**src/hw/rtl/vrt_pkg.sv**
```systemverilog
// Package for the voxel ray traversal block: item codes, the queue entry
// type and shared widths. No dependencies.
package vrt_pkg;

    localparam int VOX_W    = 20;
    localparam int MAG_W    = 31;
    localparam int FRAC_W   = 16;
    localparam int T_W      = 32;
    localparam int EXT_FRAC = 22;
    localparam int QDEPTH   = 2;

    localparam int DEF_COORD_FRAC_BITS = 12;
    localparam int DEF_T_FRAC_BITS     = 16;
    localparam logic [15:0] MAX_STEPS_RESET = 16'd1024;

    localparam logic [T_W-1:0] T_SAT = '1;

    localparam logic [1:0] KIND_QUERY = 2'd0;
    localparam logic [1:0] KIND_HIT   = 2'd1;
    localparam logic [1:0] KIND_MISS  = 2'd2;
    localparam logic [1:0] KIND_LIMIT = 2'd3;

    localparam logic ACT_START  = 1'b0;
    localparam logic ACT_ANSWER = 1'b1;

    localparam logic [1:0] SGN_NONE  = 2'd0;
    localparam logic [1:0] SGN_PLUS  = 2'd1;
    localparam logic [1:0] SGN_MINUS = 2'd3;

    typedef struct packed {
        logic                          action;
        logic                          occupied;
        logic [2:0][VOX_W-1:0]         vox;
        logic [2:0][MAG_W-1:0]         mag;
        logic [2:0]                    neg;
        logic [2:0][FRAC_W-1:0]        frac;
    } t_cmd;

endpackage

```
**src/hw/rtl/vrt_queue.sv**
```systemverilog
// Short command queue between the front and back parts.
// Depends on vrt_pkg for the entry type and depth.
module vrt_queue (
    input  logic          i_clk,
    input  logic          i_rst_n,
    input  logic          i_push,
    input  vrt_pkg::t_cmd i_data,
    output logic          o_full,
    input  logic          i_pop,
    output logic          o_valid,
    output vrt_pkg::t_cmd o_data
);
    import vrt_pkg::*;

    localparam int AW = (QDEPTH > 1) ? $clog2(QDEPTH) : 1;
    localparam int CW = $clog2(QDEPTH + 1);

    t_cmd          r_mem [QDEPTH];
    logic [AW-1:0] r_wr, r_rd;
    logic [CW-1:0] r_cnt;

    assign o_full  = (r_cnt == CW'(QDEPTH));
    assign o_valid = (r_cnt != '0);
    assign o_data  = r_mem[r_rd];

    always_ff @(posedge i_clk) begin
        if (!i_rst_n) begin
            r_wr  <= '0;
            r_rd  <= '0;
            r_cnt <= '0;
        end else begin
            if (i_push) begin
                r_wr <= (r_wr == AW'(QDEPTH - 1)) ? '0 : r_wr + 1'b1;
            end
            if (i_pop) begin
                r_rd <= (r_rd == AW'(QDEPTH - 1)) ? '0 : r_rd + 1'b1;
            end
            r_cnt <= r_cnt + CW'(i_push) - CW'(i_pop);
        end
    end

    always_ff @(posedge i_clk) begin
        if (i_push) begin
            r_mem[r_wr] <= i_data;
        end
    end
endmodule

```
**config.mk**
```make
export PLATFORM = sky130hd
export DESIGN_NAME = vrt_queue
export DESIGN_NICKNAME = d
export VERILOG_FILES = /design/src/hw/rtl/vrt_pkg.sv /design/src/hw/rtl/vrt_queue.sv
export SDC_FILE = /design/constraint.sdc
export NUM_CORES = 1
export LEC_CHECK = 0
export BUFFER_PORTS_ARGS = -buffer_cell sky130_fd_sc_hd__buf_4
export CORE_ASPECT_RATIO = 1.2
export CORE_UTILIZATION = 48
export CTS_CLUSTER_DIAMETER = 60
export CTS_CLUSTER_SIZE = 25
export DETAILED_ROUTE_END_ITERATION = 8
export PLACE_DENSITY = 0.8
export SETUP_SLACK_MARGIN = 0.3
export SYNTH_ARGS = -nofsm -noshare
export SYNTH_HDL_FRONTEND = slang
export SYNTH_SLANG_ARGS = --single-unit
```
**constraint.sdc**
```tcl
create_clock -name i_clk -period 15.4 [get_ports i_clk]
set_input_delay 1.54 -clock i_clk [delete_from_list [all_inputs] [get_ports i_clk]]
set_output_delay 1.54 -clock i_clk [all_outputs]
set_load 0.01 [all_outputs]
```
---- After elaboration in Yosys (flattened, before gate mapping) ----
Memories as Yosys holds them, arrays and structs flattened. A register that Yosys moved wholly into a read port is not among the register bits.
Index checks and enable logic that the tools add are counted.
operators by class
  add/subtract/negate cells ............... 4
  multipliers ............................. 0
  div/mod/pow operators ................... 0
  $lt $le $gt $ge ......................... 0
  equal/unequal tests ..................... 1
  shifts and indexed selects .............. 0
  multiplexer cells ....................... 6
  bitwise logic cells ..................... 0
  reduce and logical (&&, ||, !) cells .... 1
operators with widths
  cell                                         number
  1-bit two-way mux                            6
  1-bit adder, second input constant           2
  2-bit by 1-bit adder with 2-bit output       1
  2-bit equality test, second input constant   1
  2-bit nonzero test                           1
  2-bit by 1-bit subtractor with 2-bit output  1
storage, ports and cells
  register bits after elaboration ......... 4
  latch bits .............................. 0
  memory bits (writable) .................. 412
  bits in read-only memories .............. 0
  input port bits ......................... 210
  logic and storage cells ................. 16
  memories kept ........................... 1
memories
  memory  depth  bits a word  rd ports  clocked after Yosys merged registers in  wr ports  RTL line         RTL
  r_mem   2      206          1         1                                        1         vrt_queue.sv:18  t_cmd r_mem [QDEPTH];

---- Longest topological paths before layout ----
  word-level depth ........................ 4
  gate-level depth with buffers ........... 6
  depth with buffers taken out ............ 6

---- Least setup slack after synthesis ----
OpenSTA, ideal clock, no wires.
  path type ............................... input port to flip-flop
  from .................................... input i_push
  to ...................................... register r_wr
  arrival time ............................ 11167 ps
  data required time ...................... 15300 ps
  setup slack ............................. 4133 ps
  stages on the path ...................... 2
  cells stage by stage .................... nor2b_1 o21a_1
RTL lines
  item                  RTL line         RTL
  start, declared       vrt_queue.sv:6   input logic i_push,
  end signal, assigned  vrt_queue.sv:33  r_wr <= (r_wr == AW'(QDEPTH - 1)) ? '0 : r_wr + 1'b1;
  end, declared         vrt_queue.sv:19  logic [AW-1:0] r_wr, r_rd;

==> results.txt <==
The flow ran to the end, and the final reports show no timing, DRC or antenna violations. Power spread over the standard cell area amounts to 120 nW/um^2. The cell row count is 72, and the data arrival time of the critical path is 3.67 ns. The number of vias per cell after detailed routing works out to 5.08. Between clock sinks in the finished design, the worst skew comes to 0.0154 ns. The run gives 0.555 as the proportion of power drawn by flip-flops and latches. 418 I/O pins were placed.

Measured along the x axis, the die boundary spans 167 um. The longest clock path from root to sink contains 3 buffers. The first TritonRoute pass finished after 4 iterations. Port buffering added 417 buffers. Proportion of power drawn by the clock network: 0.309. The tools report the wire length of the first global-routing pass as 45,000 um. Cell with the most instances on the worst path: buf_4.

The floorplan die height was 200 um. Counting cells, the worst reg-to-reg path comes to 3. TritonCTS built the clock tree. The worst slew margin relative to its limit was 0.256; the register bit total from synthesis was 417.

Share of the clock period used by the worst path: 0.338. Setup violations remaining at the end of the flow were counted as 0. The logs give 0.179 for the overall track demand over capacity in global routing and 0 for the number of resized instances in the post-cts repair step. VDD sags by at most 0.0000955 V.

The combinational power share was 0.135. The number of hold buffers added after CTS was 0. In this run the remaining antenna-violating nets after routing total 0. For the number of pins with negative max-slew slack in the final report, the log shows 0. Synthesis produced a netlist with a net count of 874. The critical path depth in cells was 4; the total power of the final layout was 2400 uW. The effective utilization at floorplan was 0.487; the net switching power of the design was 556 uW. In this run the mean area of a mapped cell was 23.7 um^2. The delay of the slowest critical-path stage came out at 0.97 ns. Along the worst path, the maximum fanout reaches 69. The internal power of the cells totals 1850 uW. Via count of the first global-routing pass: 7,969.

The worst setup path is of the reg -> out kind. Number of nets at the end of the flow: 1,305. The maximum level of the CTS H-tree is 1. The clock drives 417 sinks.

The routed via count is 7,716, and the number of hold-slack violations in the final timing report is 0. Clock tree synthesis selected as its root buffer the cell clkbuf_16. The fraction of final layout cells with drive strength greater than 1 is 0.613. For the pin with the worst max-slew slack, the measured transition is 1.12 ns. For the setup fix buffers added after clock tree synthesis, the log shows 0. Counting the buffers created by CTS gives 27. Together, buffers and inverters on the worst path number 3. In this design, the largest share of critical-path delay is due to buffers and inverters. The run gives 13.86 ns as the data required time at the worst endpoint.

Classification of the worst-slack hold path: reg -> reg. Reg-to-reg critical path endpoint: r_mem[0][149]. After layout, the minimum clock period comes to 5.21 ns. The clock-pin slew on the worst setup and hold paths is 0.08 ns, and the total congestion overflow is 0. The switching power share of the total was 0.232. The area growth from synthesis to layout works out to 28.1%.

The signal on the critical path passes through buf_4 -> buf_4 -> mux2_4 -> buf_4. The tools report the fmax as 0.192 GHz. The tools report the type of destination of the critical path as an output pin. Summed over all layers, the routed wires come to 31,400 um. During synthesis, Yosys emitted a total of 0 warnings. The average routed wire per standard cell was 20.6 um. The area of the core region was 32,200 um^2. The end point of the critical path was o_data[159]. The tools report the startpoint of the most critical register-to-register path as r_wr. Once detailed placement completed, the half-perimeter wirelength came to 21,700 um. The logs give 0.56 ns for the clock latency at the later pin of the worst-skew pair and 33,400 um^2 for the die area. Register-to-register setup slack: 12.67 ns. For the DRC violation total after the first TritonRoute iteration, the log shows 486. The worst setup path is launched from a register.

For the synthesized instance count, the log shows 662. For this run, design rule violations remaining after detail routing come to 0. Setup repair after global routing left no endpoint under its margin. The area of the mapped netlist is 15,700 um^2. Max-cap check violation count: 0.

Entering global routing, the biggest net connects 74 pins. Standard cell with the maximum stage delay on the critical path: buf_4. The number of antenna violations at the first check in global routing was 1; the share of the yosys chip area belonging to registers was 0.796. For the final routed database, the setup TNS stands at 0 ns. At the end of routability-driven placement, the weighted congestion stood at 0.773.

The count of cell types in the netlist was 14. The analysis attributes to cell leakage a power of 0.00776 uW.
## registers in the layout, summed over array words and instances, names as in the netlist, named ones only
| name | flops |
|---|---|
| r_mem | 412 |
| r_cnt | 2 |
| r_wr | 1 |
| r_rd | 1 |
## metal layers
layer | vias to the layer above | global-route usage | wire length (um) | part of all wire
met3 | 57 | 0.0422 | 2090 | 0.067
met5 | - | 0 | 0 | 0
met1 | 3863 | 0.194 | 11000 | 0.35
met4 | 0 | 0.0840 | 1100 | 0.035
li1 | 3488 | - | - | -
met2 | 308 | 0.332 | 17200 | 0.55
## worst min path at each step
stage,to,startpoint,slack [ns],cells past startpoint
2_1_floorplan,register,r_rd,0.55,2
3_3_place_gp,register,r_rd,0.56,2
3_5_place_dp,register,r_rd,0.57,2
4_1_cts,register,r_rd,0.59,2
5_1_grt,register,r_rd,0.63,2
6_report,register,r_rd,0.59,2
## placed cells by master, fill, tap and decap left out, drive strengths merged, types with 2 or more instances in the layout
| master | count |
|---|---|
| diode | 2 |
| dfxtp | 5 |
| nor2b | 4 |
| mux2 | 206 |
| edfxtp | 412 |
| buf | 425 |
| inv | 13 |
| ha | 2 |
| clkbuf | 28 |
| clkinv | 7 |
| and2 | 4 |
## power by group through the flow
stage	clock network, uW	registers, uW	logic (uW)
final	742	1330	325
after global routing	800	1340	345
after CTS	766	1330	330
after detailed placement	0	1360	329
after global placement	0	1360	323
after floorplan	0	1360	178
## area by class of cell
cell class,instances,area [um^2]
Multi-Input combinational cell,220,2980
Tap cell,407,509
Antenna cell,2,5.00
Clock buffer,28,679
Clock inverter,19,231
Fill cell,2284,12100
Timing Repair Buffer,425,3190
Sequential cell,417,12500
Inverter,2,7.51
## cell usage after synthesis
| master | count | area, um^2 |
|---|---|---|
| and2_1 | 4 | 25.0 |
| buf_2 | 6 | 30.0 |
| buf_6 | 17 | 191 |
| dfxtp_1 | 5 | 100 |
| edfxtp_1 | 412 | 12400 |
| ha_1 | 2 | 25.0 |
| inv_1 | 2 | 7.51 |
| mux2_2 | 66 | 743 |
| mux2_4 | 140 | 2100 |
| nor2b_1 | 4 | 25.0 |
| o21a_1 | 1 | 7.51 |
| or2_2 | 1 | 6.26 |
| xnor3_1 | 1 | 22.5 |
| xor2_1 | 1 | 8.76 |
## through the flow
| step | utilization | hold WS [ns] | instance area [um^2] | setup WS (ns) | std cells |
|---|---|---|---|---|---|
| 2_1_floorplan | - | 0.555 | 15700 | 4.13 | 662 |
| 3_3_place_gp | 0.596 | 0.557 | 19200 | 10.74 | 1471 |
| 3_5_place_dp | 0.596 | 0.568 | 19200 | 10.70 | 1471 |
| 4_1_cts | 0.624 | 0.591 | 20100 | 10.09 | 1518 |
| 5_1_grt | 0.624 | 0.630 | 20100 | 9.95 | 1519 |
| 6_report | 0.624 | 0.590 | 20100 | 10.19 | 1520 |
## kinds of logic after synthesis
logic type / share of synthesized area
xor+xnor: 0.00200
buf+inv: 0.0146
compound gates: 0.000479
mux: 0.182
fa+ha+maj: 0.00160
flops: 0.796
simple gates: 0.00359
## worst register-to-register path: cells and delay by family, from the launching register on
kind / cells / cell delay (ns)
flip-flops: 1 / 0.35
buffers and inverters: 2 / 1.57
AND/OR/NAND/NOR: 1 / 0.37
Note: power is estimated with default switching activity, not from simulation.
