$ cat src/hw/rtl/vrt_pkg.sv
// Package for the voxel ray traversal block: item codes, the queue entry
// type and shared widths. No dependencies.
package vrt_pkg;

    localparam int VOX_W    = 20;
    localparam int MAG_W    = 31;
    localparam int FRAC_W   = 16;
    localparam int T_W      = 32;
    localparam int EXT_FRAC = 22;
    localparam int QDEPTH   = 2;

    localparam int DEF_COORD_FRAC_BITS = 12;
    localparam int DEF_T_FRAC_BITS     = 16;
    localparam logic [15:0] MAX_STEPS_RESET = 16'd1024;

    localparam logic [T_W-1:0] T_SAT = '1;

    localparam logic [1:0] KIND_QUERY = 2'd0;
    localparam logic [1:0] KIND_HIT   = 2'd1;
    localparam logic [1:0] KIND_MISS  = 2'd2;
    localparam logic [1:0] KIND_LIMIT = 2'd3;

    localparam logic ACT_START  = 1'b0;
    localparam logic ACT_ANSWER = 1'b1;

    localparam logic [1:0] SGN_NONE  = 2'd0;
    localparam logic [1:0] SGN_PLUS  = 2'd1;
    localparam logic [1:0] SGN_MINUS = 2'd3;

    typedef struct packed {
        logic                          action;
        logic                          occupied;
        logic [2:0][VOX_W-1:0]         vox;
        logic [2:0][MAG_W-1:0]         mag;
        logic [2:0]                    neg;
        logic [2:0][FRAC_W-1:0]        frac;
    } t_cmd;

endpackage

$ cat src/hw/rtl/vrt_div.sv
// Restoring divider that forms the saturated tDelta, one quotient bit per
// cycle. Depends on vrt_pkg for widths and the saturation constant.
module vrt_div #(
    parameter int T_FRAC_BITS = vrt_pkg::DEF_T_FRAC_BITS
) (
    input  logic                      i_clk,
    input  logic                      i_rst_n,
    input  logic                      i_start,
    input  logic [vrt_pkg::MAG_W-1:0] i_mag,
    output logic                      o_done,
    output logic [vrt_pkg::T_W-1:0]   o_quot
);
    import vrt_pkg::*;

    localparam int QW = T_FRAC_BITS + EXT_FRAC + 1;
    localparam int CW = $clog2(QW + 1);

    logic [CW-1:0]    r_cnt;
    logic             r_busy;
    logic [MAG_W:0]   r_rem;
    logic [MAG_W-1:0] r_mag;
    logic [QW-1:0]    r_q;
    logic [MAG_W:0]   n_rem;
    logic             n_ge;
    logic [63:0]      q_ext;

    always_comb begin
        n_rem = {r_rem[MAG_W-1:0], (r_cnt == CW'(QW))};
        n_ge  = (n_rem >= {1'b0, r_mag});
        q_ext = 64'(r_q);
        o_quot = (q_ext[63:T_W] != '0) ? T_SAT : q_ext[T_W-1:0];
    end

    assign o_done = r_busy && (r_cnt == '0);

    always_ff @(posedge i_clk) begin
        if (!i_rst_n) begin
            r_busy <= 1'b0;
            r_cnt  <= '0;
        end else if (i_start) begin
            r_busy <= 1'b1;
            r_cnt  <= CW'(QW);
            r_rem  <= '0;
            r_q    <= '0;
            r_mag  <= i_mag;
        end else if (r_busy && r_cnt != '0) begin
            r_cnt <= r_cnt - 1'b1;
            r_rem <= n_ge ? n_rem - {1'b0, r_mag} : n_rem;
            r_q   <= {r_q[QW-2:0], n_ge};
        end else begin
            r_busy <= 1'b0;
        end
    end
endmodule

$ cat src/hw/rtl/vrt_back.sv
// Back part: runs ray setup and DDA steps from queued commands and holds the
// result register. Depends on vrt_pkg and vrt_div.
module vrt_back #(
    parameter int COORD_FRAC_BITS = vrt_pkg::DEF_COORD_FRAC_BITS,
    parameter int T_FRAC_BITS     = vrt_pkg::DEF_T_FRAC_BITS
) (
    input  logic                              i_clk,
    input  logic                              i_rst_n,
    input  logic                              i_q_valid,
    input  vrt_pkg::t_cmd                     i_q_data,
    output logic                              o_q_pop,
    input  logic [15:0]                       i_max_steps,
    output logic                              o_out_valid,
    input  logic                              i_out_ready,
    output logic [1:0]                        o_kind,
    output logic signed [vrt_pkg::VOX_W-1:0]  o_voxel_x,
    output logic signed [vrt_pkg::VOX_W-1:0]  o_voxel_y,
    output logic signed [vrt_pkg::VOX_W-1:0]  o_voxel_z,
    output logic [1:0]                        o_normal_axis,
    output logic                              o_normal_negative
);
    import vrt_pkg::*;

    localparam int PW = T_W + COORD_FRAC_BITS + 1;
    localparam logic [T_W-1:0] T_ONE = T_W'(1) << T_FRAC_BITS;

    typedef enum logic [2:0] {
        S_IDLE, S_AXIS, S_DIV, S_MUL, S_SAT, S_STEP, S_CHK, S_OUT
    } t_state;

    t_state               r_state;
    t_cmd                 r_cmd;
    logic [1:0]           r_axis;
    logic [VOX_W-1:0]     r_vox [3];
    logic [T_W-1:0]       r_tmax [3];
    logic [T_W-1:0]       r_td [3];
    logic [1:0]           r_sgn [3];
    logic [2:0]           r_normal;
    logic [15:0]          r_steps;
    logic                 r_active;
    logic                 r_from_start;
    logic [PW-1:0]        r_prod;
    logic [1:0]           r_res_kind;
    logic                 r_res_vox;
    logic [2:0]           r_res_normal;

    logic                 div_start, div_done;
    logic [T_W-1:0]       div_quot;
    logic [COORD_FRAC_BITS:0] f_val;
    logic [PW-COORD_FRAC_BITS-1:0] prod_sh;
    logic [1:0]           sel;
    logic [T_W:0]         t_sum;
    logic                 past_end;

    vrt_div #(.T_FRAC_BITS(T_FRAC_BITS)) u_div (
        .i_clk   (i_clk),
        .i_rst_n (i_rst_n),
        .i_start (div_start),
        .i_mag   (r_cmd.mag[r_axis]),
        .o_done  (div_done),
        .o_quot  (div_quot)
    );

    always_comb begin
        div_start = (r_state == S_AXIS) && (r_cmd.mag[r_axis] != '0);
        o_q_pop   = (r_state == S_IDLE) && i_q_valid;
        f_val = r_cmd.neg[r_axis]
              ? (COORD_FRAC_BITS+1)'(r_cmd.frac[r_axis][COORD_FRAC_BITS-1:0])
              : (COORD_FRAC_BITS+1)'(1 << COORD_FRAC_BITS)
                - (COORD_FRAC_BITS+1)'(r_cmd.frac[r_axis][COORD_FRAC_BITS-1:0]);
        prod_sh = r_prod[PW-1:COORD_FRAC_BITS];
        if (r_tmax[0] < r_tmax[1]) begin
            sel = (r_tmax[0] < r_tmax[2]) ? 2'd0 : 2'd2;
        end else begin
            sel = (r_tmax[1] < r_tmax[2]) ? 2'd1 : 2'd2;
        end
        t_sum    = {1'b0, r_tmax[sel]} + {1'b0, r_td[sel]};
        past_end = (r_tmax[0] > T_ONE) && (r_tmax[1] > T_ONE) && (r_tmax[2] > T_ONE);
    end

    always_ff @(posedge i_clk) begin
        if (!i_rst_n) begin
            r_state     <= S_IDLE;
            r_active    <= 1'b0;
            r_axis      <= '0;
            r_normal    <= '0;
            r_steps     <= '0;
            o_out_valid <= 1'b0;
            for (int a = 0; a < 3; a++) begin
                r_vox[a]  <= '0;
                r_tmax[a] <= '0;
                r_td[a]   <= '0;
                r_sgn[a]  <= SGN_NONE;
            end
        end else begin
            if (o_out_valid && i_out_ready && r_state != S_OUT) begin
                o_out_valid <= 1'b0;
            end
            case (r_state)
                S_IDLE: begin
                    if (i_q_valid) begin
                        r_cmd <= i_q_data;
                        if (i_q_data.action == ACT_START) begin
                            for (int a = 0; a < 3; a++) begin
                                r_vox[a] <= i_q_data.vox[a];
                            end
                            r_axis       <= '0;
                            r_normal     <= '0;
                            r_steps      <= '0;
                            r_from_start <= 1'b1;
                            r_state      <= S_AXIS;
                        end else if (r_active) begin
                            if (i_q_data.occupied) begin
                                r_active     <= 1'b0;
                                r_res_kind   <= KIND_HIT;
                                r_res_vox    <= 1'b1;
                                r_res_normal <= r_normal;
                                r_state      <= S_OUT;
                            end else begin
                                r_from_start <= 1'b0;
                                r_state      <= S_STEP;
                            end
                        end
                    end
                end
                S_AXIS: begin
                    if (r_cmd.mag[r_axis] == '0) begin
                        r_sgn[r_axis]  <= SGN_NONE;
                        r_td[r_axis]   <= T_SAT;
                        r_tmax[r_axis] <= T_SAT;
                        r_axis  <= r_axis + 1'b1;
                        r_state <= (r_axis == 2'd2) ? S_CHK : S_AXIS;
                    end else begin
                        r_sgn[r_axis] <= r_cmd.neg[r_axis] ? SGN_MINUS : SGN_PLUS;
                        r_state       <= S_DIV;
                    end
                end
                S_DIV: begin
                    if (div_done) begin
                        r_td[r_axis] <= div_quot;
                        r_state      <= S_MUL;
                    end
                end
                S_MUL: begin
                    r_prod  <= PW'(r_td[r_axis]) * PW'(f_val);
                    r_state <= S_SAT;
                end
                S_SAT: begin
                    r_tmax[r_axis] <= (prod_sh[T_W] == 1'b1) ? T_SAT : prod_sh[T_W-1:0];
                    r_axis  <= r_axis + 1'b1;
                    r_state <= (r_axis == 2'd2) ? S_CHK : S_AXIS;
                end
                S_STEP: begin
                    if (r_sgn[sel] == SGN_PLUS) begin
                        r_vox[sel] <= r_vox[sel] + 1'b1;
                    end else if (r_sgn[sel] == SGN_MINUS) begin
                        r_vox[sel] <= r_vox[sel] - 1'b1;
                    end
                    r_tmax[sel] <= t_sum[T_W] ? T_SAT : t_sum[T_W-1:0];
                    if (r_sgn[sel] == SGN_NONE) begin
                        r_normal <= '0;
                    end else begin
                        r_normal <= {r_sgn[sel] == SGN_PLUS, sel + 2'd1};
                    end
                    if (r_steps != '1) begin
                        r_steps <= r_steps + 1'b1;
                    end
                    r_state <= S_CHK;
                end
                S_CHK: begin
                    r_res_normal <= '0;
                    if (past_end) begin
                        r_active   <= 1'b0;
                        r_res_kind <= KIND_MISS;
                        r_res_vox  <= 1'b0;
                    end else if (!r_from_start && r_steps >= i_max_steps) begin
                        r_active   <= 1'b0;
                        r_res_kind <= KIND_LIMIT;
                        r_res_vox  <= 1'b0;
                    end else begin
                        r_active   <= 1'b1;
                        r_res_kind <= KIND_QUERY;
                        r_res_vox  <= 1'b1;
                    end
                    r_state <= S_OUT;
                end
                S_OUT: begin
                    if (!o_out_valid || i_out_ready) begin
                        o_out_valid       <= 1'b1;
                        o_kind            <= r_res_kind;
                        o_voxel_x         <= r_res_vox ? r_vox[0] : '0;
                        o_voxel_y         <= r_res_vox ? r_vox[1] : '0;
                        o_voxel_z         <= r_res_vox ? r_vox[2] : '0;
                        o_normal_axis     <= r_res_normal[1:0];
                        o_normal_negative <= r_res_normal[2];
                        r_state           <= S_IDLE;
                    end
                end
                default: r_state <= S_IDLE;
            endcase
        end
    end

`ifndef ASSERT_OFF
    a_normal_hit_only: assert property (@(posedge i_clk) disable iff (!i_rst_n)
        o_out_valid && o_kind != KIND_HIT |-> o_normal_axis == 2'd0 && !o_normal_negative)
        else $error("normal set outside a hit");
    a_end_no_voxel: assert property (@(posedge i_clk) disable iff (!i_rst_n)
        o_out_valid && (o_kind == KIND_MISS || o_kind == KIND_LIMIT)
        |-> o_voxel_x == '0 && o_voxel_y == '0 && o_voxel_z == '0)
        else $error("voxel fields set in a miss or limit result");
    a_reset_idle: assert property (@(posedge i_clk)
        !i_rst_n |=> !r_active && r_state == S_IDLE)
        else $error("block not idle after reset");
    a_div_in_div: assert property (@(posedge i_clk) disable iff (!i_rst_n)
        div_done |-> r_state == S_DIV)
        else $error("divider finished outside setup");
`endif
endmodule

$ cat config.mk
export PLATFORM = sky130hd
export DESIGN_NAME = vrt_back
export DESIGN_NICKNAME = d
export VERILOG_FILES = /design/src/hw/rtl/vrt_pkg.sv /design/src/hw/rtl/vrt_div.sv /design/src/hw/rtl/vrt_back.sv
export SDC_FILE = /design/constraint.sdc
export NUM_CORES = 2
export LEC_CHECK = 0
export ABC_CLOCK_PERIOD_IN_PS = 10900
export BUFFER_PORTS_ARGS = -buffer_cell sky130_fd_sc_hd__buf_4
export CAP_MARGIN = 25
export CORE_MARGIN = 2
export CORE_UTILIZATION = 49
export DETAILED_ROUTE_END_ITERATION = 10
export PLACE_DENSITY_LB_ADDON = 0.1
export REMOVE_ABC_BUFFERS = 1
export SLEW_MARGIN = 20
export SYNTH_ARGS = -nofsm -noshare
export SYNTH_HDL_FRONTEND = slang
export SYNTH_SLANG_ARGS = --single-unit
export TNS_END_PERCENT = 30
$ cat constraint.sdc
create_clock -name i_clk -period 10.9 [get_ports i_clk]
set_clock_uncertainty 0.05 [all_clocks]
set_input_delay 0.545 -clock i_clk [delete_from_list [all_inputs] [get_ports i_clk]]
set_output_delay 0.545 -clock i_clk [all_outputs]
set_load 0.01 [all_outputs]
# After elaboration in Yosys (flattened, before gate mapping)
# Memory sizes are Yosys's and may differ from the RTL's. A register that Yosys moved wholly into a read port is not among the register bits.
# Index checks and enable logic that the tools add are counted.
# Widths: inputs -> output; s select.
# classes
n_addsub	9
magnitude_cmp	9
eq_ne	26
n_reduce_logical	44
bitwise_logic	8
multipliers	1
muxes	128
# ops
operator	count
$mux 32	8
$mux 20	5
$gt 32x17->1 const B	3
$lt 32x32->1	3
$reduce_or 32->1	3
$mux 31	3
$bmux 31 s2	1
$mux 1	56
$mux 16	3
$mux 2	23
$mul 32x13->45	1
$mux 3	14
$mux 39	1
$add 32x32->33	1
$bmux 16 s2	1
$ge 32x31->1	1
$pmux 16 s2	1
$logic_not 31->1	1
$reduce_bool 31->1	1
$sub 31x31->31	1
$pmux 3 s8	1
$add 20x1->20 const B	1
$ne 2x2->1 const B	10
$reduce_or 20->1	1
other kinds (42)	81
# totals
ram_bits	258
input_bits	226
reg_bits	335
wordCells	256
memories	4
# mem_list
name	depth	width	read_ports	rd_clocked_by_memory_dff	wr	line	source
r_td	3	32	2	1	3	vrt_back.sv:36	logic [T_W-1:0] r_td [3];
r_tmax	3	32	4	0	3	vrt_back.sv:35	logic [T_W-1:0] r_tmax [3];
r_vox	3	20	4	3	3	vrt_back.sv:34	logic [VOX_W-1:0] r_vox [3];
r_sgn	3	2	1	0	3	vrt_back.sv:37	logic [1:0] r_sgn [3];

# Longest topological paths before layout
# An unclocked memory read counts as a cell.
# depth
ltp_word	14
depth_mapped	32
mapped_depth_nobuf	30

# Hierarchy
# Synthesis repeated with hierarchy kept, for this count alone.
# unflattened
hier_cells	4607
hier_area_um2	47236.6
# by_module_without_submodules
module	instances	cells_per_inst	area_each_um2
vrt_back	1	4019	41114.4
vrt_div	1	588	6122.1

# Worst setup path after synthesis
# OpenSTA, ideal clock, no wires.
# synth_path
path_kind	reg-to-reg
start	register r_axis[0]
end	register r_prod[36] (data pin)
t_required_ns	10.586
path_stages_with_launch	29
period_less_slack_ns	7.948
t_arrival_ns	7.634
path_slack_ns	2.952
cell_sequence	dfxtp_1 > mux2_2 > a22oi_1 > clkbuf_1 > ha_1 > nand3_1 > o31a_1 > xor2_1 > clkbuf_1 > and2_1 > fa_1 > fa_1 > fa_1 > fa_1 > inv_1 > fa_1 > inv_1 > ha_1 > a21oi_1 > o21bai_1 > a21o_1 > a21o_1 > a21oi_1 > a21oi_2 > a211o_1 > and3_1 > nand2b_1 > a221oi_1 > xnor2_1
# synth_via
elab_chain_cells	5
# synth_lines
item	line	source
from (decl)	vrt_back.sv:33	logic [1:0] r_axis;
from (signal assigned)	vrt_back.sv:131	r_axis <= r_axis + 1'b1;
from (signal assigned)	vrt_back.sv:150	r_axis <= r_axis + 1'b1;
$bmux 16 s2	vrt_back.sv:68, vrt_back.sv:70	
$mux 12 (implied by the code)	vrt_back.sv:68, vrt_back.sv:70	
$sub 13x12->13	vrt_back.sv:70	- (COORD_FRAC_BITS+1)'(r_cmd.frac[r_axis][COORD_FRAC_BITS-1:0]);
$mux 13 *	vrt_back.sv:68	? (COORD_FRAC_BITS+1)'(r_cmd.frac[r_axis][COORD_FRAC_BITS-1:0])
$mul 32x13->45 *	vrt_back.sv:145	r_prod <= PW'(r_td[r_axis]) * PW'(f_val);
to (signal assigned)	vrt_back.sv:145	
to (decl)	vrt_back.sv:42	logic [PW-1:0] r_prod;
# Mark *: on every way between the ends. The rest lies on a longest branch, timed or not. The select of a mux whose other input is x is not followed.
# A chain may end at the register's enable or synchronous reset.

# Final worst setup path
# layout_path
start	register r_axis[1]
end	register r_prod[44] (data pin)
# The elaborated chain is that of the path after synthesis.

==> impl_results.md <==
* Final WL at 121,000 um
* Via Count at 33,400
* Ys async rst share at 0%
* Largest net degree at the start of global routing at 121
* Drt wl/cell at 19.8 um
* EDFF count, synth at 628
* Final min period at 9.21 ns
* Violation count after the first detailed-route iteration at 2,464
* Yosys Warn Count at 0
* Share of cells above drive strength 1 at 11.4%
* Vias in the first global route at 33,600
* Outcome: finished, final reports clean
* CTS tree: done
* Avg Cell Area, Syn at 10.6 um2
* Clock Tree Root: clkbuf_16
* Initial Util at 49.5%
* Post-CTS Hold Fix Bufs at 88
* Die Width at 314 um
* I/O pin total at 293
* Max-slew violation count at 0
* DIE AREA at 98,700 um2
* Overflow after GRT at 0
* Final Hold Fails at 0
* Dpl hpwl at 87,300 um
* Post-synthesis register bit count at 663
* Sink Count at 663
* H-tree levels at 3
* WHS Path Cells at 1
* Final design utilization at 56.8%
* Worst-Skew Late Latency at 0.65 ns
* Fmax achieved at 0.109 GHz
* Clock Tree Buf Depth at 3
* Area Overhead vs Synth at 14.7%
* CP Launch Type: register
* Final period utilization at 84.5%
* Post_cts resized at 0
* Critical-path maximum fanout at 32
* HP Class: input port to register
* DRC viols at 0
* Worst-path clk slew at 0.06 ns
* Top FF cell, synth: edfxtp_1
* Row count at 113
* Relative slew slack at 32.8%
* Die H at 314 um
* Global-route wire length before repair at 189,000 um
* WP data required at 11.25 ns
* Post-CTS setup buffers at 0
* Port bufs at 280
* CP Capture Type: register
* DRT Pass-1 Iters at 6
* Reg2Reg Depth at 24
* GRT Util Overall at 24.6%
* Crit Path Class: register to register
* Antenna Nets Post-Route at 0
* Sequential share of the synthesized area at 41.5%
* Via/cell ratio at 5.50
* Tightest Pin Transition at 1.01 ns
* Nets@finish at 5,604
* MaxCap Viol Count at 0
* Core area at 95,200 um2
* Endpoints failing setup at 0
* CTS buffer count at 74
* Cell Area, Synth at 47,100 um2
* RSZ-0062 raised after global routing: false
* Initial antenna violation count at 4
* GPL Wtd Cong at 0.860
* Distinct cells, synth at 94
* Final-layout fill cell count at 8,231
* CP Data Arrival Time at 9.56 ns
* Synth Instances at 4,460
==> flip-flops by register name, summed over array words and instances (netlist names), 2 cells and up, named ones only <==
register	cells
u_div.r_cnt	6
r_res_kind	2
r_vox	60
r_steps	16
u_div.r_q	39
r_cmd	132
o_kind	2
r_td	128
r_res_normal	3
o_voxel_x	20
o_normal_axis	2
o_voxel_y	20
r_axis	2
u_div.r_mag	31
r_tmax	96
r_state	3
u_div.r_rem	31
o_voxel_z	20
r_sgn	6
r_normal	3
r_prod	33
==> final cells by class <==
| type | instances | area (um2) | area share, % |
|---|---|---|---|
| Multi-Input combinational cell | 3070 | 25000 | 46.3 |
| Sequential cell | 663 | 19600 | 36.2 |
| Timing Repair Buffer | 416 | 3430 | 6.35 |
| Inverter | 536 | 2010 | 3.73 |
| Clock buffer | 90 | 1940 | 3.60 |
| Tap cell | 1265 | 1580 | 2.93 |
| Clock inverter | 44 | 485 | 0.898 |
| Antenna cell | 1 | 2.50 | 0.00463 |
==> final timing paths <==
| kind | from | end | slack (ns) |
|---|---|---|---|
| max | r_axis[1]$_SDFFE_PN0P_ | r_prod[44]$_DFFE_PP_ | 1.69 |
| min | i_q_data[87] | r_cmd[87]$_DFFE_PP_ | 0.04 |
| max reg2reg | r_axis[1]$_SDFFE_PN0P_ | r_prod[44]$_DFFE_PP_ | 1.69 |
| min reg2reg | r_res_kind[0]$_SDFFCE_PN1P_ | o_kind[0]$_DFFE_PP_ | 0.37 |
==> layer usage <==
| layer | up-vias | GRT usage, % | part of all wire (%) | wire (um) |
|---|---|---|---|---|
| li1 | 15800 | - | - | - |
| met1 | 16600 | 35.6 | 45 | 54900 |
| met5 | - | 0 | 0 | 0 |
| met4 | 0 | 5.09 | 1.8 | 2180 |
| met3 | 131 | 3.14 | 6.1 | 7320 |
| met2 | 912 | 39.8 | 47 | 56400 |
==> cells in the final DEF (no fill, tap or decap), types with 14 or more instances in the layout <==
cell type / count
nor2_1: 370
mux4_2: 29
nor2b_1: 50
mux2i_1: 156
nand2b_1: 28
o21ai_1: 16
or3_1: 15
dlygate4sd3_1: 88
fa_1: 332
and3_1: 26
edfxtp_1: 628
nor4_1: 42
nor3_1: 45
clkbuf_16: 75
o21bai_1: 15
dfxtp_1: 32
nand2_1: 519
inv_1: 535
ha_1: 285
nand4_1: 34
xnor2_1: 67
a211oi_1: 18
xor2_1: 41
o21a_1: 21
nand3_1: 44
a31oi_1: 19
and2_1: 222
clkinv_2: 15
a21o_1: 82
buf_4: 322
o22ai_1: 31
a21oi_1: 143
o21ai_0: 203
clkbuf_1: 14
a22o_1: 49
==> kinds of logic (layout without fill, tap and decap cells) <==
| kind of cell | count (synthesis) | count (layout) | synth area share, % |
|---|---|---|---|
| and+or+nand+nor | 1454 | 1454 | 14.4 |
| buffers and inverters | 727 | 1086 | 5.92 |
| AOI/OAI and AO/OA | 687 | 687 | 9.33 |
| DFF | 663 | 663 | 41.5 |
| adders and majority gates | 617 | 617 | 21.7 |
| muxes | 191 | 191 | 4.84 |
| xor gates and xnor gates | 121 | 121 | 2.30 |
| other | 0 | 1 | 0 |
==> synthesized netlist by cell type (43+ instances only) <==
library cell | instances | area [um2]
edfxtp_1 | 628 | 18900
xor2_1 | 46 | 403
fa_1 | 332 | 6650
a22o_1 | 49 | 429
xnor2_1 | 72 | 631
nor2b_1 | 51 | 319
and2_1 | 222 | 1390
a21oi_1 | 143 | 716
nor3_1 | 46 | 230
clkbuf_1 | 161 | 604
nor2_1 | 376 | 1410
ha_1 | 285 | 3570
a21o_1 | 82 | 616
nand3_1 | 45 | 225
nand2_1 | 529 | 1990
inv_1 | 536 | 2010
mux2i_1 | 156 | 1560
o21ai_0 | 203 | 1020
nor4_1 | 43 | 269
==> per-stage QoR <==
step | setup slack (ns) | setup TNS (ns) | hold WS, ns | instance area (um2) | std cells
2_1_floorplan | -1.01 | -16.50 | 0.350 | 46400 | 4269
3_3_place_gp | 1.55 | 0 | 0.350 | 50600 | 5857
3_5_place_dp | 1.73 | 0 | 0.356 | 50700 | 5860
4_1_cts | 1.70 | 0 | 0.0000854 | 54000 | 6082
5_1_grt | 1.32 | 0 | 0.00560 | 54000 | 6085
6_report | 1.69 | 0 | 0.0401 | 54000 | 6085
==> critical path, cell delays in order (launching register included) <==
cell and delay [ns]:
dfxtp_2 0.64, nor2b_4 0.62, a22oi_2 0.30, buf_4 0.33, and3_1 0.27, a21oi_1 0.34
xor2_4 0.61, nand2_1 0.17, fa_1 0.58, fa_1 0.44, fa_1 0.49, inv_1 0.06
fa_1 0.52, fa_1 0.52, ha_1 0.34, a2111o_1 0.41, a21oi_1 0.45, o22a_1 0.26
a21o_1 0.18, a21oi_2 0.10, a21o_1 0.20, a211oi_1 0.51, o31ai_1 0.21, a21oi_1 0.23
xnor2_1 0.09
Power is left out: the tool's default activity adds up to more than one toggle a clock period on the data nets, which glitch-free logic cannot reach.
